$ cat config.mk
export PLATFORM = sky130hd
export DESIGN_NAME = pau_cell
export DESIGN_NICKNAME = d
export VERILOG_FILES = /design/src/hdl/pareto_archive_update_assert.svh /design/src/hdl/pau_pkg.sv /design/src/hdl/pau_cell.sv
export SDC_FILE = /design/constraint.sdc
export NUM_CORES = 1
export LEC_CHECK = 0
export BUFFER_PORTS_ARGS = -buffer_cell sky130_fd_sc_hd__buf_2
export CORE_AREA = 2 2 177 179
export CTS_CLUSTER_DIAMETER = 150
export DETAILED_ROUTE_END_ITERATION = 7
export DIE_AREA = 0 0 179 181
export PLACE_DENSITY = 0.63
export SLEW_MARGIN = 20
export SYNTH_ARGS = -nofsm -noshare
export SYNTH_HDL_FRONTEND = slang
export SYNTH_SLANG_ARGS = --single-unit
export TNS_END_PERCENT = 20
$ cat constraint.sdc
create_clock -name clk -period 12.4 [get_ports clk]
set_clock_uncertainty 0.15 [all_clocks]
set_input_delay 1.24 -clock clk [delete_from_list [all_inputs] [get_ports clk]]
set_output_delay 1.24 -clock clk [all_outputs]
set_load 0.05 [all_outputs]
$ cat src/hdl/pareto_archive_update_assert.svh
`ifndef PARETO_ARCHIVE_UPDATE_ASSERT_SVH
`define PARETO_ARCHIVE_UPDATE_ASSERT_SVH

// Checks that a condition implies another one in the same cycle.
`define PAU_ASSERT_NOW(lbl, ante, cons, msg) \
	lbl: assert property (@(posedge clk) disable iff (!arst_n) (ante) |-> (cons)) \
		else $error(msg);

// Checks that a condition implies another one in the following cycle.
`define PAU_ASSERT_NEXT(lbl, ante, cons, msg) \
	lbl: assert property (@(posedge clk) disable iff (!arst_n) (ante) |=> (cons)) \
		else $error(msg);

`endif

$ cat src/hdl/pau_pkg.sv
`default_nettype none

package pau_pkg;

	localparam int FIELD_W   = 32;
	localparam int TAG_W     = 16;
	localparam int CNT_W     = 6;
	localparam int DEF_DEPTH = 32;
	localparam int DEF_OBJ_W = 32;

	typedef struct packed {
		logic capture;
		logic shift;
		logic append;
		logic rotate;
		logic wrap;
	} cell_ctl_t;

endpackage

`default_nettype wire

$ cat src/hdl/pau_cell.sv
`default_nettype none

module pau_cell #(
	parameter int OBJ_WIDTH = pau_pkg::DEF_OBJ_W,
	localparam int EW = 3 * OBJ_WIDTH + pau_pkg::TAG_W
) (
	input  wire logic               clk,
	input  wire logic               arst_n,
	input  wire pau_pkg::cell_ctl_t ctl,
	input  wire logic               occupied,
	input  wire logic [EW-1:0]      score,
	input  wire logic [EW-1:0]      next_entry,
	input  wire logic [EW-1:0]      head_entry,
	input  wire logic               hole_next,
	input  wire logic               seen_in,
	output logic                    seen_out,
	output logic                    hole,
	output logic                    wdom,
	output logic                    sdom,
	output logic [EW-1:0]           entry
);

	localparam int TW = pau_pkg::TAG_W;

	logic [EW-1:0] entry_q;
	logic          hole_q;
	logic signed [OBJ_WIDTH-1:0] ea, eb, ec, sa, sb, sc;
	logic le, ge, eq, shift_here;

	assign ea = $signed(entry_q[EW-1 -: OBJ_WIDTH]);
	assign eb = $signed(entry_q[TW+2*OBJ_WIDTH-1 -: OBJ_WIDTH]);
	assign ec = $signed(entry_q[TW+OBJ_WIDTH-1 -: OBJ_WIDTH]);
	assign sa = $signed(score[EW-1 -: OBJ_WIDTH]);
	assign sb = $signed(score[TW+2*OBJ_WIDTH-1 -: OBJ_WIDTH]);
	assign sc = $signed(score[TW+OBJ_WIDTH-1 -: OBJ_WIDTH]);

	assign eq = (ea == sa) && (eb == sb) && (ec == sc);
	assign le = (ea <= sa) && (eb <= sb) && (ec <= sc);
	assign ge = (ea >= sa) && (eb >= sb) && (ec >= sc);

	assign wdom = occupied && le && !eq;
	assign sdom = occupied && ge && !eq;

	// A cell moves down once any hole sits at or below it.
	assign shift_here = seen_in || hole_q;
	assign seen_out   = shift_here;
	assign hole       = hole_q;
	assign entry      = entry_q;

	always_ff @(posedge clk or negedge arst_n) begin
		if (!arst_n) begin
			hole_q <= 1'b0;
		end else if (ctl.capture) begin
			hole_q <= sdom;
		end else if (ctl.shift && shift_here) begin
			hole_q <= hole_next;
		end
	end

	always_ff @(posedge clk) begin
		if (ctl.shift && shift_here) begin
			entry_q <= next_entry;
		end else if (ctl.append) begin
			entry_q <= score;
		end else if (ctl.rotate) begin
			entry_q <= ctl.wrap ? head_entry : next_entry;
		end
	end

endmodule

`default_nettype wire
Word level (Yosys, flattened, before mapping) --
Index checks and enable logic that the tools add are counted.
Operators by class: $add $sub $neg 0, multiply operators 0, div/mod/pow operators 0, $lt $le $gt $ge 6, eq/ne operators 3, shift-type cells 0, mux-type cells 6, bitwise operators 0, reductions and logical operators 15
Operator list (number):
- 2-to-1 mux 112 bit | 4
- equality test 32 bit | 3
- >= comparator 32 bit | 3
- less-or-equal comparator 32 bit | 3
- logical AND 1 bit | 11
- nonzero test 3 bit | 1
- 2-to-1 mux 1 bit | 2
- nonzero test 2 bit | 1
- zero test 1 bit | 1
- logical OR 1 bit | 1
Word-level totals: register bits after elaboration 113, latch bits 0, RAM bits 0, ROM bits 0, input port bits 346, output and inout port bits 116, word-level logic and storage cells 32, memories kept 0

Depth between registers and ports, before layout --
word-level depth 6, gate-level depth with buffers 9, depth with buffers taken out 9

Worst setup path after synthesis --
Ideal clock, no wire load.
path kind input to output, from input score[30], to output wdom, arrival time 4231 ps, required time 11010 ps, setup slack 6779 ps, cell stages on the path 9, path buffers 0, cells stage by stage inv_1 > ha_1 > a21oi_2 > nand2_1 > a221o_1 > o31a_1 > o21ai_0 > a21boi_0 > nor4_1
Between the ends: cells in the longest elaborated chain, start to end 4, elaborated cells on any way between the ends 7, classes of those cells order compare: 1; eq/ne: 1; reduce/logical: 5
Ends and longest elaborated chain:
- start: declaration | RTL line pau_cell.sv:11 | input wire logic [EW-1:0] score,
- less-or-equal comparator 32 bit / equality test 32 bit (equally long branches) | RTL line pau_cell.sv:38, pau_cell.sv:37
- logical AND 1 bit, on equally long branches | RTL line pau_cell.sv:38, pau_cell.sv:37
- logical AND 1 bit / zero test 1 bit (equally long branches) | RTL line pau_cell.sv:41 | assign wdom = occupied && le && !eq;
- logical AND 1 bit * | RTL line pau_cell.sv:41
- end: declaration | RTL line pau_cell.sv:18 | output logic wdom,
Every way passes the cells marked *; elsewhere a longest branch is shown, timed or not.

Worst setup path after layout --
from input score[55], to output wdom
Between the ends: cells in the longest elaborated chain, start to end 5, elaborated cells on any way between the ends 9, classes of those cells order compare: 1; eq/ne: 1; reduce/logical: 7
Ends and longest elaborated chain (RTL line):
- less-or-equal comparator 32 bit / equality test 32 bit (equally long branches) | pau_cell.sv:38, pau_cell.sv:37
- logical AND 1 bit, on equally long branches (2 in series) | pau_cell.sv:38, pau_cell.sv:37
- logical AND 1 bit / zero test 1 bit (equally long branches) | pau_cell.sv:41
- logical AND 1 bit * | pau_cell.sv:41
Marks and branches as above.

==> key figures <==
Routing
  • Detailed Route WL: 35.27 mm
  • Post-DRT Antenna Nets: 0
  • Vias/cell: between 5 and 6
  • DRT Pass-1 Iters: 5
  • Via count: around 9,700
  • DRT iter0 DRCs: 600
  • DR WL/cell: between 15 and 20 µm
  • DRC viols: 0

Floorplan
  • Starting density of the core: 0.2975
  • DIE AREA: between 30,000 and 40,000 µm²
  • Core Area: 30,350 µm²
  • Die outline width: between 150 and 200 µm
  • Die Ht: approximately 180 µm
  • Rows: 64
  • I/O Pins: roughly 460

Global routing
  • First-pass GRT wire length: between 50 and 60 mm
  • GRT Total Usage: 0.2111
  • Initial antenna violation count: 7
  • Vias in the first global route: around 9,400
  • Remaining Overflow, GRT: 0
  • Largest net degree at the start of global routing: approximately 120

CTS
  • Worst-case clock buffer depth: 2
  • CTS tree: built
  • Cells resized by post-CTS repair: 0
  • CTS clk-pin slew, worst paths: 60 ps
  • TritonCTS Sinks: approximately 110
  • H-tree depth: 4
  • Clock Latency Late Sink: roughly 420 ps
  • Hold buffers post-CTS: 0
  • Number of buffers created by CTS: 17
  • Setup bufs post-CTS: 0
  • Clk root buf: clkbuf_16

STA
  • Setup TNS: 0 ps
  • Worst Tran Pin Value: just under 1000 ps
  • Relative slew slack: 0.3471
  • Hold slack: 439.6 ps
  • Tcrit/Tclk final: 0.4246
  • Max-slew violation count: 0
  • RSZ-0062 raised after global routing: false
  • Period minus WS final: around 5300 ps
  • # setup viols final: 0
  • Fin. Hold Viols: 0
  • FMAX: between 150 and 200 MHz

Synth
  • Area leader, netlist: edfxtp_1
  • Most used flip-flop cell after synthesis: edfxtp_1
  • Sequential share of the synthesized area: 0.3753
  • Synth Area per Inst: approximately 9 µm²
  • Post-synth EDFFs: between 100 and 150
  • Synth Net Count: 1,445
  • Yosys Warn Count: 0
  • Distinct cells, synth: 40
  • Synth area leaders: edfxtp_1 37%, ha_1 13%, a22oi_1 9.3%
  • Mapped cell area: around 9000 µm²
  • Synth top area share: 0.3726
  • Post-Synthesis Cells: between 1,000 and 1,500
  • Ys async rst share: 0.008850
  • Synth Register Bits: 113

Place
  • Number of port buffers: about 460
  • Routability cong.: roughly 0.93
  • DPL Wire Length: 26.97 mm

Job
  • Max Cap Viol: 0

Finish
  • Area of the multi-input gates: roughly 5000 µm²
  • Layout cells sized above 1: 0.3541
  • Fillcell total: approximately 3,000
  • Final Core Density: 0.4043
  • Synthesis-to-finish area growth: 35.92%
  • Reg area: 3388 µm²
  • Layout Nets: around 1,900

Setup path
  • CP endpoint kind: primary output
  • Worst Setup Path Type: in -> out
  • WP data required: approximately 11,000 ps
  • Largest delay share family, worst path: compound AO/OA/AOI/OAI gates
  • R2r worst-path depth: 6
  • R2r setup slk: 9000 ps
  • Buffers & Inverters on Critical Path: 3
  • CP cell instances: buf_2 > inv_1 > ha_1 > a21oi_1 > o21ai_0 > a221o_1 > o31a_1 > nor3_1 > nor3b_1 > nor4_1 > buf_2
  • Crit path arrival time: a little under 4000 ps
  • CP dominant cell by count: buf_2
  • CP max stage delay: roughly 430 ps
  • Critical path peak fanout: 3
  • Startpoint types: primary input
  • Worst-path cell with the longest stage delay: nor3_1
  • Worst r2r src: hole$_DFFE_PN0P_
  • Reg-to-reg endpoint: entry[30]$_DFFE_PP_

Outcome
  • Status: complete, no violations

Power and ir drop
  • Max IR drop VDD: slightly above 0.08 mV
  • Leak: roughly 5.7 nW
  • Power per Cell Area: between 100 and 150 nW/µm²
  • Total power: 1.613 mW

Hold path
  • Worst Hold Class: in -> async
[worst max path at each step]
stage / start / end / cells past startpoint
2_1_floorplan: score[30] / wdom / 9
3_3_place_gp: score[79] / sdom / 10
3_5_place_dp: score[62] / wdom / 11
4_1_cts: score[62] / wdom / 11
5_1_grt: score[62] / wdom / 11
6_report: score[55] / wdom / 11
[synthesized netlist by cell type, types with 2 or more instances]
cell	count
a211o_1	2
a21boi_0	3
a21o_1	2
a21oi_1	37
a221o_1	2
a221oi_1	3
a22oi_1	112
a31oi_1	110
and2_1	2
and4_1	3
buf_1	2
clkbuf_1	72
edfxtp_1	112
ha_1	96
inv_1	100
nand2_1	30
nand3_1	8
nand4_1	20
nor2_1	5
nor2b_1	118
nor3_1	4
nor4_1	7
o211ai_1	4
o21ai_0	128
o31a_1	2
or3_1	5
[cells by family after synthesis]
family / share of synthesized area
AO/OA/AOI/OAI: 0.2857
adder cells (fa/ha/maj): 0.1331
buffers and inverters: 0.07235
flip-flops: 0.3753
AND/OR/NAND/NOR: 0.1336
[layout make-up]
| class | count | area share |
|---|---|---|
| antenna | 6 | 0.001224 |
| sequential | 113 | 0.2761 |
| multi-input combinational | 716 | 0.4083 |
| clock inverter | 15 | 0.01570 |
| timing repair buffer | 468 | 0.1930 |
| tap | 396 | 0.04038 |
| clock buffer | 17 | 0.03467 |
| inverter | 100 | 0.03059 |
[stage by stage]
stage                     setup slack [ps]  cell area, µm²  instances
after floorplan                       6779            9027       1003
after global placement                6727           11630       1793
after detailed placement              7100           11640       1793
after CTS                             7088           12260       1825
after global routing                  6920           12270       1831
final                                 7135           12270       1831
[flip-flops by register name, summed over array words and instances, names as in the netlist]
name / flops
hole: 1
entry: 112
[report_power, final]
group,switching [mW],internal [mW]
Sequential,0.0280,0.485
Clock,0.194,0.334
Combinational,0.396,0.176
Total,0.618,0.995
[placed cells by master (no fill, tap or decap), types with 2 or more instances in the layout]
cell type and n:
o21ai_0 128, a22oi_1 112, bufinv_16 4, a31oi_1 110
nand4_1 20, o31a_1 2, ha_1 96, nor4_1 6
a21oi_1 37, nand2_1 29, nor2b_1 118, clkbuf_16 17
and4_1 3, a221o_1 2, clkinv_1 3, a221oi_1 3
a21boi_0 3, inv_1 100, or3_1 4, and2_4 2
nor3_1 4, diode_2 6, edfxtp_1 112, a21o_1 2
clkinvlp_4 4, buf_2 459, nand3_1 8, buf_4 8
o211ai_1 4, nor2_1 5, clkinv_4 3, a211o_1 2
[layer usage]
layer	vias to the layer above	part of all wire	GRT usage
met5	-	0.00026	0
met4	2	0.022	0.06732
met3	46	0.078	0.04651
met2	420	0.48	0.3540
met1	4572	0.41	0.2678
li1	4642	-	-
(Power assumes the default switching activity.)
